<file path="config.mk">
export PLATFORM = sky130hd
export DESIGN_NAME = qns_sqrt
export DESIGN_NICKNAME = d
export VERILOG_FILES = /design/src/sv/quaternion_normalize_scale_top_assert.svh /design/src/sv/qns_pkg.sv /design/src/sv/qns_sqrt.sv
export SDC_FILE = /design/constraint.sdc
export NUM_CORES = 2
export LEC_CHECK = 0
export BUFFER_PORTS_ARGS = -buffer_cell sky130_fd_sc_hd__buf_2
export CAP_MARGIN = 20
export CORE_ASPECT_RATIO = 0.6
export CORE_MARGIN = 5
export CORE_UTILIZATION = 56
export DETAILED_ROUTE_END_ITERATION = 6
export GPL_TIMING_DRIVEN = 0
export HOLD_SLACK_MARGIN = 0.08
export PLACE_DENSITY_LB_ADDON = 0.2
export SLEW_MARGIN = 10
export SYNTH_ARGS = -nofsm -noshare
export SYNTH_HDL_FRONTEND = slang
export SYNTH_SLANG_ARGS = --single-unit
</file>
<file path="constraint.sdc">
create_clock -name clock -period 4.8 [get_ports clock]
set_clock_uncertainty 0.05 [all_clocks]
set_input_delay 0.96 -clock clock [delete_from_list [all_inputs] [get_ports clock]]
set_output_delay 0.96 -clock clock [all_outputs]
set_load 0.02 [all_outputs]
</file>
<file path="src/sv/quaternion_normalize_scale_top_assert.svh">
// Assertion macros for the quaternion normalize/scale block.
// Self-contained; taken in by the top-level RTL file, the only one that carries checks.
`ifndef QUATERNION_NORMALIZE_SCALE_TOP_ASSERT_SVH
`define QUATERNION_NORMALIZE_SCALE_TOP_ASSERT_SVH

// Same-cycle implication check.
`define QNS_ASSERT_IMP(label, clk, rst, ante, cons) \
   label: assert property (@(posedge clk) disable iff (rst) (ante) |-> (cons)) \
      else $error("same-cycle implication check failed");

// Next-cycle implication check.
`define QNS_ASSERT_NXT(label, clk, rst, ante, cons) \
   label: assert property (@(posedge clk) disable iff (rst) (ante) |=> (cons)) \
      else $error("next-cycle implication check failed");

`endif

</file>
<file path="src/sv/qns_pkg.sv">
// Shared constants and types of the quaternion normalize/scale block.
// No dependencies.
package qns_pkg;

   localparam int FRAC_BITS_DEF = 12;
   localparam int MAG_W         = 16;
   localparam int SQ_W          = 2 * MAG_W;
   localparam int NORM_W        = SQ_W + 1;
   localparam int ROOT_SHIFT    = 16;
   localparam int NUM_EXTRA     = MAG_W + 2 * ROOT_SHIFT;
   localparam int ROUND_HALF    = 1 << (ROOT_SHIFT - 1);
   localparam int POS_MAX       = 32767;
   localparam int NEG_MAX       = 32768;

   typedef struct packed {
      logic [3:0][MAG_W-1:0] qm;
      logic [3:0]            qn;
      logic                  zero;
   } side_type;

   typedef struct packed {
      logic [3:0][MAG_W-1:0] q;
      logic                  zero;
      logic                  sat;
   } res_type;

endpackage

</file>
<file path="src/sv/qns_sqrt.sv">
// Pipelined digit-by-digit integer square root, one root bit per stage.
// Depends on qns_pkg.
module qns_sqrt #(
   parameter int FRAC_BITS = qns_pkg::FRAC_BITS_DEF
) (
   input  logic                                            clock,
   input  logic                                            reset,
   input  logic                                            en,
   input  logic                                            in_valid,
   input  logic [FRAC_BITS+qns_pkg::NUM_EXTRA-1:0]         in_rad,
   input  qns_pkg::side_type                               in_side,
   output logic                                            out_valid,
   output logic [(FRAC_BITS+qns_pkg::NUM_EXTRA+1)/2-1:0]   out_root,
   output qns_pkg::side_type                               out_side
);
   import qns_pkg::*;

   localparam int NUM_W  = FRAC_BITS + NUM_EXTRA;
   localparam int ROOT_W = (NUM_W + 1) / 2;
   localparam int RAD_W  = 2 * ROOT_W;
   localparam int REM_W  = ROOT_W + 2;

   logic [RAD_W-1:0]  rad_st  [ROOT_W+1];
   logic [REM_W-1:0]  rem_st  [ROOT_W+1];
   logic [ROOT_W-1:0] root_st [ROOT_W+1];
   side_type          side_st [ROOT_W+1];
   logic              vld_st  [ROOT_W+1];

   assign rad_st[0]  = RAD_W'(in_rad);
   assign rem_st[0]  = '0;
   assign root_st[0] = '0;
   assign side_st[0] = in_side;
   assign vld_st[0]  = in_valid;

   for (genvar s = 0; s < ROOT_W; s++) begin : g_stage
      logic [REM_W-1:0]  rem_t;
      logic [REM_W-1:0]  trial;
      logic [REM_W-1:0]  rem_in;
      logic [ROOT_W-1:0] root_in;
      logic [RAD_W-1:0]  rad_in;
      logic [REM_W-1:0]  rem_ff;
      logic [ROOT_W-1:0] root_ff;
      logic [RAD_W-1:0]  rad_ff;
      side_type          side_ff;
      logic              valid_ff;

      always_comb begin
         rem_t  = {rem_st[s][REM_W-3:0], rad_st[s][RAD_W-1:RAD_W-2]};
         trial  = {root_st[s], 2'b01};
         rad_in = {rad_st[s][RAD_W-3:0], 2'b00};
         if (rem_t >= trial) begin
            rem_in  = rem_t - trial;
            root_in = {root_st[s][ROOT_W-2:0], 1'b1};
         end else begin
            rem_in  = rem_t;
            root_in = {root_st[s][ROOT_W-2:0], 1'b0};
         end
      end

      always_ff @(posedge clock) begin
         if (reset) begin
            valid_ff <= 1'b0;
         end else if (en) begin
            valid_ff <= vld_st[s];
         end
      end

      always_ff @(posedge clock) begin
         if (en) begin
            rem_ff  <= rem_in;
            root_ff <= root_in;
            rad_ff  <= rad_in;
            side_ff <= side_st[s];
         end
      end

      assign rad_st[s+1]  = rad_ff;
      assign rem_st[s+1]  = rem_ff;
      assign root_st[s+1] = root_ff;
      assign side_st[s+1] = side_ff;
      assign vld_st[s+1]  = valid_ff;
   end

   assign out_valid = vld_st[ROOT_W];
   assign out_root  = root_st[ROOT_W];
   assign out_side  = side_st[ROOT_W];

endmodule

</file>
### Word-level counts from Yosys, hierarchy flattened

Index checks and enable logic that the tools add are counted.

* flip-flop bits (word level): 4278
* bits in writable memories: 0
* bits in read-only memories: 0
* latch bits: 0
* bits of input ports: 133
* memories kept: 0

* add/sub/neg operators: 29
* magnitude comparators: 30
* reductions and logical operators: 0
* div/mod/pow operators: 0
* multiplexer cells: 59
* multiply operators: 0
* eq/ne operators: 0
* shift operators: 0
* bitwise gates (word level): 0

Operators with widths (count)
* two-way mux 30 bit: 28
* greater-or-equal comparator 32 x 10 -> 1 bit: 1
* greater-or-equal comparator 32 x 11 -> 1 bit: 1
* greater-or-equal comparator 32 x 12 -> 1 bit: 1
* greater-or-equal comparator 32 x 13 -> 1 bit: 1
* greater-or-equal comparator 32 x 14 -> 1 bit: 1
* greater-or-equal comparator 32 x 15 -> 1 bit: 1
* greater-or-equal comparator 32 x 16 -> 1 bit: 1
* greater-or-equal comparator 32 x 17 -> 1 bit: 1
* greater-or-equal comparator 32 x 18 -> 1 bit: 1
* greater-or-equal comparator 32 x 19 -> 1 bit: 1
* greater-or-equal comparator 32 x 20 -> 1 bit: 1
* greater-or-equal comparator 32 x 21 -> 1 bit: 1
* greater-or-equal comparator 32 x 22 -> 1 bit: 1
* greater-or-equal comparator 32 x 23 -> 1 bit: 1
* greater-or-equal comparator 32 x 24 -> 1 bit: 1
* greater-or-equal comparator 32 x 25 -> 1 bit: 1
* greater-or-equal comparator 32 x 26 -> 1 bit: 1
* greater-or-equal comparator 32 x 27 -> 1 bit: 1
* greater-or-equal comparator 32 x 28 -> 1 bit: 1
* greater-or-equal comparator 32 x 29 -> 1 bit: 1
* greater-or-equal comparator 32 x 3 -> 1 bit: 1
* greater-or-equal comparator 32 x 30 -> 1 bit: 1
* greater-or-equal comparator 32 x 31 -> 1 bit: 1
* 38 further kinds: 67

### Depth between registers and ports, before layout

* depth after elaboration: 2
* mapped depth: 14
* mapped depth without buffers: 13

### Least setup slack after synthesis

No wires, ideal clock.

* kind: register to register
* from: register g_stage[15].rem_ff[15]
* to: register g_stage[16].rem_ff[26] (data pin)
* clock period less this slack: 3.610 ns
* required time: 4.492 ns
* cell stages (with the launch flop): 14
* slack: 1.190 ns
* data arrival time: 3.302 ns
* buffers on the path: 2
* setup time: 0.258 ns
* path through: edfxtp_1 -> ha_1 -> clkbuf_1 -> nand2_1 -> nor3_1 -> and3_1 -> inv_1 -> o31a_1 -> or3b_1 -> clkbuf_1 -> or3b_1 -> a211o_1 -> or4_1 -> xnor2_1

* word-level cells in the longest chain between the ends: 2

RTL lines
* start, declared: line qns_sqrt.sv:41 `logic [REM_W-1:0] rem_ff;`
* start signal, assigned: line qns_sqrt.sv:70 `rem_ff <= rem_in;`
* subtractor 30 x 18 -> 30 bit or greater-or-equal comparator 32 x 18 -> 1 bit (tied branches): line qns_sqrt.sv:52, qns_sqrt.sv:51
* two-way mux 30 bit (*): line qns_sqrt.sv:51 `if (rem_t >= trial) begin`
* net g_stage[16].rem_in[26]: line qns_sqrt.sv:38 `logic [REM_W-1:0] rem_in;`
* end signal, assigned: line qns_sqrt.sv:70
* end, declared: line qns_sqrt.sv:41

The timed path passes the listed nets; every way through them passes the cells marked *.
A chain may end at the register's enable or synchronous reset.

### Worst setup path in the final report

* from: register g_stage[18].rem_ff[11]
* to: register g_stage[19].rem_ff[15] (data pin)

* word-level cells in the longest chain between the ends: 2

RTL lines (line)
* start, declared: qns_sqrt.sv:41
* start signal, assigned: qns_sqrt.sv:70
* subtractor 30 x 21 -> 30 bit or greater-or-equal comparator 32 x 21 -> 1 bit (tied branches): qns_sqrt.sv:52, qns_sqrt.sv:51
* two-way mux 30 bit (*): qns_sqrt.sv:51
* net g_stage[19].rem_in[15]: qns_sqrt.sv:38
* end signal, assigned: qns_sqrt.sv:70
* end, declared: qns_sqrt.sv:41

Marked as above.

==> metrics.txt <==
status=finished clean; first-pass GRT wire length=460000 um; via count=80300; Die H=427 um; Fin. Hold Viols=0; largest net degree at the start of global routing=169; routability cong.=0.946; Synth async-reset ratio=0; Crit-path slowest cell=nor4_1; initial antenna violation count=13; Cells after DPL=13900; RSZ-0062 raised after global routing=no; # fillers=20300; Slew @ Worst Pin=1.30 ns; Crit path max-delay family=simple AND/OR/NAND/NOR gates; Yosys top cell area share=0.781; deepest clock path buffer count=4; detailed placer's ending HPWL=203000 um; Die Wd=705 um; max cap viols=0; initial core utilization=0.561; Placeable Area=289000 um2; Cells after Synth=9709; relative slew slack=0.122; Buf+Inv Stages, Crit Path=2; Yosys warnings=0; commonest cells in the synthesized netlist=edfxtp_1 (4219), inv_1 (609), a21oi_1 (565); fmax=0.210 GHz; Yosys reg bits=4249; Min-Delay Path Class=in -> reg; CTS buffer count=377; Clock H-tree levels=5; min Tclk post-route=4.76 ns; peak supply drop=0.000308 V; DRT iter0 DRCs=8099; Design Area, Final=182000 um2; Crit Path Max Fanout=10; CTS tree=built; # setup viols final=0; Post-Route WL=300000 um; FF-to-FF setup slack=0.04 ns; Worst setup SP type=flip-flop; Vias per Instance=5.52; Mean Syn Cell Area=16.7 um2; synth unique cells=86; Core Util, Final=0.628; setup TNS=0 ns; CTS sink count=4249; fraction of layout cells with a size suffix above 1=0.0937; count leader, synth=edfxtp_1; CP arrival=5.27 ns; drt first pass iters=7; Row Count=153; root buffer cell=clkbuf_16; total gr overflow=0; Finished Layout Cells=14500; IO Port Bufs=231; dominant synthesized flop cell=edfxtp_1; ranking of synthesized cells by area=edfxtp_1 (78%), ha_1 (3.9%), xnor2_1 (1.9%); Die Area=301000 um2; CP endpoint kind=flip-flop; kind of critical path=reg -> reg; Synth-to-Final Area Change=12.0%; syn_nets=10300; EDFF count, synth=4219; Final Max Slew Viols=0; area of the mapped netlist=162000 um2; Leakage Power=66.6 nW; CP cell instances=ha_1, clkbuf_1, nand2_1, nor2_1, nand3_1, nor4_1, nor4_2, o311ai_2, clkbuf_1, nor2_1, a21oi_1; Final nets=11000; worst hold slack=0.169 ns; placed cell area=169000 um2; Reg clk slew, reported paths=0.07 ns; Period Utilization, post-route=0.992; leading area contributor after synthesis=edfxtp_1; Pwr Density=490 nW/um2; Largest stage delay, worst path=0.73 ns; DRC viols=0; wire length per cell=20.6 um; Worst EP required=5.31 ns; vias in the first global route=76900; Seq/Total Area, Yosys=0.785; Clk Latency, worst-skew pair=0.92 ns; post-route ant nets=0; total track usage=0.197; Ports=233
==> final timing paths <==
check | start | endpoint | depth (start not counted)
min | in_side[25] | g_stage[0].side_ff[25]$_DFFE_PP_ | 1
max reg2reg | g_stage[18].rem_ff[11]$_DFFE_PP_ | g_stage[19].rem_ff[15]$_DFFE_PP_ | 11
max | g_stage[18].rem_ff[11]$_DFFE_PP_ | g_stage[19].rem_ff[15]$_DFFE_PP_ | 11
min reg2reg | g_stage[14].rad_ff[47]$_DFFE_PP_ | g_stage[15].rad_ff[49]$_DFFE_PP_ | 0
==> metrics by stage <==
step / total power, mW / setup slack [ns]
floorplan: 55.1 / 1.19
global placement: 59.0 / -63.23
detailed placement: 59.7 / -1.82
CTS: 89.7 / 0.00262
global route: 93.1 / 0.00214
finish: 89.0 / 0.0388
==> kinds of logic after synthesis <==
family | after synthesis | share of synthesized area
AO/OA/AOI/OAI | 1532 | 0.0576
XOR/XNOR | 690 | 0.0373
adder cells (fa/ha/maj) | 500 | 0.0386
buffers and inverters | 753 | 0.0175
flip-flops | 4249 | 0.785
multiplexers | 131 | 0.00880
other | 1 | 0.0000231
AND/OR/NAND/NOR | 1853 | 0.0551
==> repair_timing <==
item / in CTS / in global routing
gates cloned: 4 / 1
hold buffers: 17 / 0
resized for setup: 18 / 34
endpoints found under the hold margin: 17 / 0
endpoints found under the setup margin: 598 / 335
setup buffers: 0 / 5
==> report_power, final <==
part	internal [mW]	switching (mW)	total, mW
combinational	4.82	7.63	12.5
clock	16.6	13.0	29.6
sequential	45.1	1.80	46.9
total	66.6	22.4	89.0
==> routing by layer <==
layer  share of wire  vias up  global-route usage  wire [um]
met3           0.077      426              0.0411      23100
li1                -    38000                   -          -
met5        0.000043        -                   0         13
met2            0.38     2417               0.245     113000
met1            0.53    39500               0.349     159000
met4           0.018        2              0.0404       5360
==> layout by cell type, fill, tap and decap left out, drive strengths merged, types with 43 or more instances in the layout <==
master / count
nand3: 115
o21a: 91
ha: 500
nor2b: 76
nor4: 80
nand2: 452
clkinv: 152
inv: 627
o21ai: 351
nand4: 80
a21o: 213
nor3: 168
nand2b: 78
or3: 71
edfxtp: 4219
o21bai: 48
nor2: 551
xor2: 337
a31oi: 43
xnor2: 353
mux2: 92
clkbuf: 573
buf: 284
a21oi: 565
==> area by class of cell <==
| cell class | instances | area (um2) | area share |
|---|---|---|---|
| flip-flops and latches | 4249 | 127000 | 0.701 |
| multi-input cells | 4707 | 32100 | 0.177 |
| clock buffers | 445 | 9800 | 0.0540 |
| well taps | 3875 | 4850 | 0.0267 |
| repair buffers | 297 | 2420 | 0.0133 |
| inverters | 612 | 2300 | 0.0127 |
| clock inverters | 224 | 2200 | 0.0121 |
| plain buffers | 138 | 562 | 0.00309 |
| diodes | 1 | 2.50 | 0.0000138 |
==> state kept, by name, summed over array words and instances (netlist names) <==
signal,cells
g_stage.root_ff,435
out_side,69
out_valid,1
g_stage.rad_ff,870
g_stage.rem_ff,814
out_root,30
g_stage.valid_ff,29
g_stage.side_ff,2001
Power figures use the tool's default switching activity.
