==> src/sv/quaternion_normalize_scale_top_assert.svh <==
// Assertion macros for the quaternion normalize/scale block.
// Self-contained; taken in by the top-level RTL file, the only one that carries checks.
`ifndef QUATERNION_NORMALIZE_SCALE_TOP_ASSERT_SVH
`define QUATERNION_NORMALIZE_SCALE_TOP_ASSERT_SVH

// Same-cycle implication check.
`define QNS_ASSERT_IMP(label, clk, rst, ante, cons) \
   label: assert property (@(posedge clk) disable iff (rst) (ante) |-> (cons)) \
      else $error("same-cycle implication check failed");

// Next-cycle implication check.
`define QNS_ASSERT_NXT(label, clk, rst, ante, cons) \
   label: assert property (@(posedge clk) disable iff (rst) (ante) |=> (cons)) \
      else $error("next-cycle implication check failed");

`endif

==> src/sv/qns_pkg.sv <==
// Shared constants and types of the quaternion normalize/scale block.
// No dependencies.
package qns_pkg;

   localparam int FRAC_BITS_DEF = 12;
   localparam int MAG_W         = 16;
   localparam int SQ_W          = 2 * MAG_W;
   localparam int NORM_W        = SQ_W + 1;
   localparam int ROOT_SHIFT    = 16;
   localparam int NUM_EXTRA     = MAG_W + 2 * ROOT_SHIFT;
   localparam int ROUND_HALF    = 1 << (ROOT_SHIFT - 1);
   localparam int POS_MAX       = 32767;
   localparam int NEG_MAX       = 32768;

   typedef struct packed {
      logic [3:0][MAG_W-1:0] qm;
      logic [3:0]            qn;
      logic                  zero;
   } side_type;

   typedef struct packed {
      logic [3:0][MAG_W-1:0] q;
      logic                  zero;
      logic                  sat;
   } res_type;

endpackage

==> src/sv/qns_scale.sv <==
// Scales component magnitudes by the root, rounds, restores sign, saturates.
// Depends on qns_pkg.
module qns_scale #(
   parameter int FRAC_BITS = qns_pkg::FRAC_BITS_DEF
) (
   input  logic                                            clock,
   input  logic                                            reset,
   input  logic                                            en,
   input  logic                                            in_valid,
   input  logic [(FRAC_BITS+qns_pkg::NUM_EXTRA+1)/2-1:0]   in_root,
   input  qns_pkg::side_type                               in_side,
   output logic                                            out_valid,
   output qns_pkg::res_type                                out_res
);
   import qns_pkg::*;

   localparam int NUM_W  = FRAC_BITS + NUM_EXTRA;
   localparam int ROOT_W = (NUM_W + 1) / 2;
   localparam int PROD_W = MAG_W + ROOT_W;
   localparam int M_W    = PROD_W + 1 - ROOT_SHIFT;

   logic [PROD_W-1:0] prod_in  [4];
   logic [PROD_W-1:0] prod_ff  [4];
   side_type          side_ff;
   logic              mul_valid_ff;
   res_type           res_in;
   res_type           res_ff;
   logic              res_valid_ff;

   always_comb begin
      for (int i = 0; i < 4; i++) begin
         prod_in[i] = PROD_W'(in_side.qm[i]) * PROD_W'(in_root);
      end
   end

   always_comb begin
      logic [PROD_W:0]  sum;
      logic [M_W-1:0]   m;
      logic [MAG_W-1:0] mag;
      logic             clip;
      res_in.sat  = 1'b0;
      res_in.zero = side_ff.zero;
      for (int i = 0; i < 4; i++) begin
         sum  = (PROD_W+1)'(prod_ff[i]) + (PROD_W+1)'(ROUND_HALF);
         m    = sum[PROD_W:ROOT_SHIFT];
         clip = side_ff.qn[i] ? (m > M_W'(NEG_MAX)) : (m > M_W'(POS_MAX));
         if (clip) begin
            mag = side_ff.qn[i] ? MAG_W'(NEG_MAX) : MAG_W'(POS_MAX);
         end else begin
            mag = m[MAG_W-1:0];
         end
         res_in.q[i] = side_ff.qn[i] ? (~mag + 1'b1) : mag;
         if (clip) begin
            res_in.sat = 1'b1;
         end
      end
      // Clear the components and the saturation flag for a zero-length quaternion.
      if (side_ff.zero) begin
         res_in.q   = '0;
         res_in.sat = 1'b0;
      end
   end

   always_ff @(posedge clock) begin
      if (reset) begin
         mul_valid_ff <= 1'b0;
         res_valid_ff <= 1'b0;
      end else if (en) begin
         mul_valid_ff <= in_valid;
         res_valid_ff <= mul_valid_ff;
      end
   end

   always_ff @(posedge clock) begin
      if (en) begin
         prod_ff <= prod_in;
         side_ff <= in_side;
         res_ff  <= res_in;
      end
   end

   assign out_valid = res_valid_ff;
   assign out_res   = res_ff;

endmodule

==> config.mk <==
export PLATFORM = sky130hd
export DESIGN_NAME = qns_scale
export DESIGN_NICKNAME = d
export VERILOG_FILES = /design/src/sv/quaternion_normalize_scale_top_assert.svh /design/src/sv/qns_pkg.sv /design/src/sv/qns_scale.sv
export SDC_FILE = /design/constraint.sdc
export NUM_CORES = 2
export LEC_CHECK = 0
export ABC_AREA = 1
export BUFFER_PORTS_ARGS = -buffer_cell sky130_fd_sc_hd__buf_2
export CAP_MARGIN = 20
export CORE_MARGIN = 5
export CORE_UTILIZATION = 44
export CTS_CLUSTER_SIZE = 40
export DETAILED_ROUTE_END_ITERATION = 6
export SLEW_MARGIN = 20
export SYNTH_ARGS = -nofsm -noshare
export SYNTH_HDL_FRONTEND = slang
export SYNTH_SLANG_ARGS = --single-unit
==> constraint.sdc <==
create_clock -name clock -period 8.6 [get_ports clock]
set_input_delay 2.15 -clock clock [delete_from_list [all_inputs] [get_ports clock]]
set_output_delay 2.15 -clock clock [all_outputs]
set_load 0.01 [all_outputs]
# After elaboration in Yosys (flattened, before gate mapping)
# Index checks and enable logic that the tools add are counted.
[classes]
add_sub_neg = 8
n_mul = 4
div = 0
n_lt_le_gt_ge = 8
eq_ne = 0
n_shift = 0
mux = 20
bitwise_logic = 4
reduce_logical = 0
[ops]
columns = ["op", "n"]
rows = [
  ["2-to-1 mux 16 bit", 12],
  ["adder 46 x 16 -> 47 bit, second input constant", 4],
  ["multiplier 16 x 30 -> 46 bit", 4],
  ["greater-than comparator 31 x 15 -> 1 bit, second input constant", 4],
  ["greater-than comparator 31 x 16 -> 1 bit, second input constant", 4],
  ["adder 16 x 1 -> 16 bit, second input constant", 4],
  ["NOT 16 bit", 4],
  ["2-to-1 mux 1 bit", 8],
]
[word_totals]
register_bits = 257
latchBits = 0
ram_bits = 0
romBits = 0
inputBits = 103
word_cells = 58
memories = 0

# Logic depth before layout (Yosys ltp)
[depth]
word_depth = 7
ltp_mapped = 30

# Least setup slack after synthesis
# OpenSTA, ideal clock, no wires.
[synth_timing]
kind = "input-to-reg"
startpoint = "in in_root[7] (netlist name)"
endpoint = "reg prod_ff[36] (netlist name) (data pin)"
setup_time_ps = 259
arrival_ps = 7647
t_required_ps = 8341
slack_ps = 694
cell_stages = 26
n_path_buf = 2
cell_sequence = "clkbuf_1 -> clkbuf_1 -> nand2_1 -> fa_1 -> inv_1 -> fa_1 -> inv_1 -> fa_1 -> inv_1 -> fa_1 -> fa_1 -> inv_1 -> fa_1 -> inv_1 -> ha_1 -> nand2_1 -> nor2_1 -> inv_1 -> o221ai_1 -> inv_1 -> o21ai_0 -> a21oi_1 -> o31ai_1 -> nand3_1 -> nand2_1 -> xor2_1"
[synth_rtl]
columns = ["item", "line", "text"]
rows = [
  ["start: declaration", "qns_scale.sv:10", "input logic [(FRAC_BITS+qns_pkg::NUM_EXTRA+1)/2-1:0] in_root,"],
  ["end signal: assignment", "qns_scale.sv:76", "prod_ff <= prod_in;"],
  ["end: declaration", "qns_scale.sv:23", "logic [PROD_W-1:0] prod_ff [4];"],
]

==> impl_results.html <==
<table>
<tr><th>Metric</th><th>Value</th></tr>
<tr><th colspan="2">STA</th></tr>
<tr><td>Post-route fraction of the period consumed by the critical path</td><td>91.8%</td></tr>
<tr><td>Largest clock skew in the final design</td><td>0.0239 ns</td></tr>
<tr><td>Total negative slack</td><td>0 ns</td></tr>
<tr><td>Worst relative slew slack</td><td>40.5%</td></tr>
<tr><td>Unrepaired setup endpoints after global routing</td><td>no</td></tr>
<tr><td>Number of slew-limit violations in the final report</td><td>0</td></tr>
<tr><td># setup viols final</td><td>0</td></tr>
<tr><td>Final hold violation count</td><td>0</td></tr>
<tr><td>Minimum period implied by the final worst setup slack</td><td>7.90 ns</td></tr>
<tr><td>Worst-Margin Slew</td><td>0.893 ns</td></tr>
<tr><td>Timing-limited maximum frequency</td><td>127 MHz</td></tr>
<tr><th colspan="2">Global route</th></tr>
<tr><td>Met3 usage in global routing</td><td>4.95%</td></tr>
<tr><td>Busiest layer in global routing</td><td>met2</td></tr>
<tr><td>Combined global-route utilization of all metal layers</td><td>25.9%</td></tr>
<tr><td>GRT overflow</td><td>0</td></tr>
<tr><td>Number of antenna violations at the first check in global routing</td><td>25</td></tr>
<tr><td>Met1 Use GR</td><td>34.7%</td></tr>
<tr><td>Pin count of the biggest net entering global routing</td><td>120</td></tr>
<tr><td>First-pass GRT wire length</td><td>364000 µm</td></tr>
<tr><td>Via count of the first global-routing pass</td><td>65900</td></tr>
<tr><td>Global routing met2 resource utilization</td><td>43.0%</td></tr>
<tr><th colspan="2">Clock tree</th></tr>
<tr><td>Clock latency on the worst-skew pair</td><td>0.60 ns</td></tr>
<tr><td>Post-cts repair resize count</td><td>0</td></tr>
<tr><td>Number of buffers on the longest clock path</td><td>2</td></tr>
<tr><td>CTS clk-pin slew, worst paths</td><td>0.10 ns</td></tr>
<tr><td>Clock buffer count from CTS</td><td>17</td></tr>
<tr><td>Hold Buf Count CTS</td><td>0</td></tr>
<tr><td>Postcts setup bufs</td><td>0</td></tr>
<tr><td>Clock tree from TritonCTS</td><td>yes</td></tr>
<tr><td>Sink Count</td><td>197</td></tr>
<tr><td>Number of H-tree levels</td><td>4</td></tr>
<tr><td>Root buffer cell</td><td>clkbuf_16</td></tr>
<tr><th colspan="2">Final layout</th></tr>
<tr><td>Filler Cells Inserted</td><td>16700</td></tr>
<tr><td>Final net count</td><td>12000</td></tr>
<tr><td>Fraction of final layout cells sized beyond drive strength 1</td><td>5.22%</td></tr>
<tr><td>Area overhead of the layout relative to synthesis</td><td>6.57%</td></tr>
<tr><th colspan="2">Setup path</th></tr>
<tr><td>Worst endpoint data arrival time</td><td>8.25 ns</td></tr>
<tr><td>Crit path max fanout</td><td>15</td></tr>
<tr><td>Setup crit end kind</td><td>flip-flop</td></tr>
<tr><td>Gate family responsible for the most delay along the worst path</td><td>adder cells</td></tr>
<tr><td>Kind of critical path</td><td>in -&gt; reg</td></tr>
<tr><td>Startpoint type of the worst setup path</td><td>primary input</td></tr>
<tr><td>Slowest cell delay on critical path</td><td>0.61 ns</td></tr>
<tr><td>Required time of the worst setup path</td><td>8.95 ns</td></tr>
<tr><td>WP buf/inv</td><td>8</td></tr>
<tr><td>Cell-by-cell listing of the critical path</td><td>buf_2 -&gt; buf_4 -&gt; nand2_1 -&gt; inv_1 -&gt; fa_1 -&gt; inv_1 -&gt; fa_1 -&gt; fa_1 -&gt; inv_1 -&gt; fa_1 -&gt; fa_1 -&gt; inv_1 -&gt; fa_1 -&gt; inv_1 -&gt; ha_1 -&gt; nand2_1 -&gt; nor2_1 -&gt; buf_4 -&gt; nand4_1 -&gt; o21ai_0 -&gt; nand3_1 -&gt; nand2_1 -&gt; a31oi_1 -&gt; xor2_1</td></tr>
<tr><td>Slowest library cell on the worst path</td><td>buf_2</td></tr>
<tr><td>Most frequent cell on the critical path</td><td>fa_1</td></tr>
<tr><th colspan="2">Place</th></tr>
<tr><td>Number of port buffers</td><td>169</td></tr>
<tr><td>Routability congestion estimate</td><td>0.942</td></tr>
<tr><td>Post-detail-place hpwl</td><td>182000 µm</td></tr>
<tr><th colspan="2">Floorplan</th></tr>
<tr><td>Die X-Extent</td><td>421 µm</td></tr>
<tr><td>Effective utilization at floorplan</td><td>44.4%</td></tr>
<tr><td>Count of pins on the block boundary</td><td>170</td></tr>
<tr><td>Area of the placeable core</td><td>168000 µm²</td></tr>
<tr><td>Height of the chip</td><td>421 µm</td></tr>
<tr><td>FP Rows</td><td>150</td></tr>
<tr><td>Die Footprint</td><td>177000 µm²</td></tr>
<tr><th colspan="2">Logic synthesis</th></tr>
<tr><td>Portion of the post-synthesis area used by sequential elements</td><td>7.93%</td></tr>
<tr><td>Top cell type by total area after synthesis</td><td>fa_1</td></tr>
<tr><td>Number of storage elements in the synthesis netlist</td><td>197</td></tr>
<tr><td>Post-synthesis async set-or-reset flop share</td><td>0%</td></tr>
<tr><td>Ys Warns</td><td>0</td></tr>
<tr><td>Synth unique cells</td><td>57</td></tr>
<tr><td>Most instantiated flip-flop cell in the synthesis netlist</td><td>edfxtp_1</td></tr>
<tr><td>Post-Synthesis Cells</td><td>9857</td></tr>
<tr><td>Mean instance size in the synthesized netlist</td><td>7.54 µm²</td></tr>
<tr><td>Leading post-synthesis cells by cell area</td><td>fa_1 42%, inv_1 14%, nand2_1 14%</td></tr>
<tr><td>Mapped Area</td><td>74400 µm²</td></tr>
<tr><td>Number of flops mapped to enable cells by yosys</td><td>195</td></tr>
<tr><td>Yosys top cell area share</td><td>41.9%</td></tr>
<tr><td>Syn Nets</td><td>12000</td></tr>
<tr><th colspan="2">Drt</th></tr>
<tr><td>Detailed-route vias per instance</td><td>5.05</td></tr>
<tr><td>Number of iterations in the first detailed-routing pass</td><td>6</td></tr>
<tr><td>Number of antenna-violating nets in the routed design</td><td>0</td></tr>
<tr><td>Initial drt markers</td><td>4253</td></tr>
<tr><td>WL/cell</td><td>18.5 µm</td></tr>
<tr><td>Total wire length</td><td>224000 µm</td></tr>
<tr><td>Overall via count from detail_route</td><td>61000</td></tr>
<tr><td>Remaining routing DRC violations</td><td>0</td></tr>
<tr><th colspan="2">Run status</th></tr>
<tr><td>Status</td><td>completed</td></tr>
<tr><th colspan="2">Worst hold path</th></tr>
<tr><td>Worst hold path type</td><td>reg -&gt; reg</td></tr>
<tr><th colspan="2">Run</th></tr>
<tr><td>Max-cap viol count</td><td>0</td></tr>
</table>
[kinds of logic after synthesis]
group | share of synthesized area (%)
flops | 7.93
fa+ha+maj | 49.8
xor+xnor | 1.86
buf+inv | 16.4
compound gates | 4.60
simple gates | 19.5
[registers in the layout, indices dropped and copies added (netlist names)]
signal / count
out_res: 66
out_valid: 1
side_ff: 4
mul_valid_ff: 1
prod_ff: 124
res_in: 1
[layout make-up]
class,instances,area (µm²),area share [%]
diodes,13,32.5,0.0410
repair buffers,383,3040,3.83
flip-flops and latches,197,5900,7.44
clock buffers,17,425,0.537
multi-input cells,6426,56300,71.0
inverters,2814,10600,13.3
well taps,2204,2760,3.48
clock inverters,15,234,0.295
[synthesized netlist by cell type (51+ instances only)]
cell      number
fa_1        1556
buf_1         92
nand2_1     2789
nand3_1      183
o21ai_0      134
xor2_1       107
clkbuf_1     320
a21oi_1      285
edfxtp_1     195
ha_1         468
inv_1       2800
xnor2_1       51
nor2_1       468
[worst min-delay path, delay by kind of cell (launching register included)]
kind / cells / cell delay (ns)
compound gates: 1 / 0.06
flops: 1 / 0.32
simple gates: 1 / 0.05
[layer usage]
metal	up-vias	part of all wire [%]
met4	14	3.0
met3	361	7.5
met2	2063	47
met1	30300	42
li1	28200	-
met5	-	0.040
[worst paths after layout]
path                     start            to  slack (ns)  depth (start not counted)
hold / removal    mul_valid_ff     out_valid        0.47                          2
hold reg to reg   mul_valid_ff     out_valid        0.47                          2
setup reg to reg  prod_ff[107]   out_res[26]        4.31                         19
setup / recovery   in_root[23]  prod_ff[136]        0.70                         24
[stage by stage]
step | instance area [µm²] | setup WS, ns | cells | utilization, % | hold WS (ns)
finish | 79300 | 0.704 | 12100 | 47.3 | 0.465
global route | 79200 | 0.431 | 12100 | 47.3 | 0.497
CTS | 79200 | 0.794 | 12100 | 47.3 | 0.469
detailed placement | 78600 | 0.149 | 12000 | 46.9 | 0.453
global placement | 78600 | 0.138 | 12000 | 46.9 | 0.438
floorplan | 74400 | 0.694 | 9857 | - | 0.430
[layout by cell type, fill, tap and decap left out, types with 4 or more instances in the layout]
master / synthesis / final
nor2_4: 10 / 10
nor2_2: 28 / 28
a21oi_2: 4 / 4
nand2_2: 21 / 21
and2_1: 9 / 9
edfxtp_1: 195 / 195
nand2_1: 2789 / 2789
o21ai_1: 31 / 31
clkinv_8: 0 / 6
o221ai_1: 8 / 8
buf_12: 0 / 46
xnor2_1: 51 / 51
a211oi_1: 13 / 13
o31ai_1: 15 / 15
nand4_1: 42 / 42
nand3b_1: 17 / 17
nand3_1: 183 / 183
a21boi_0: 6 / 6
inv_2: 10 / 11
nor4_1: 11 / 11
inv_1: 2800 / 2800
o2111ai_1: 5 / 5
clkbuf_16: 0 / 17
diode_2: 0 / 13
nor2_1: 468 / 468
o211ai_1: 10 / 10
buf_2: 3 / 168
a31oi_1: 32 / 32
o21ai_2: 5 / 5
o21ai_0: 134 / 134
fa_1: 1556 / 1556
o21a_1: 25 / 25
nor3_1: 40 / 40
o21bai_1: 12 / 12
ha_1: 468 / 468
xor2_1: 107 / 107
nand2_4: 4 / 4
buf_4: 4 / 168
nand3_2: 6 / 6
a21oi_1: 285 / 285
Power is not shown: default switching activity piles up to over one toggle a cycle in this logic, so the estimate is an artifact.
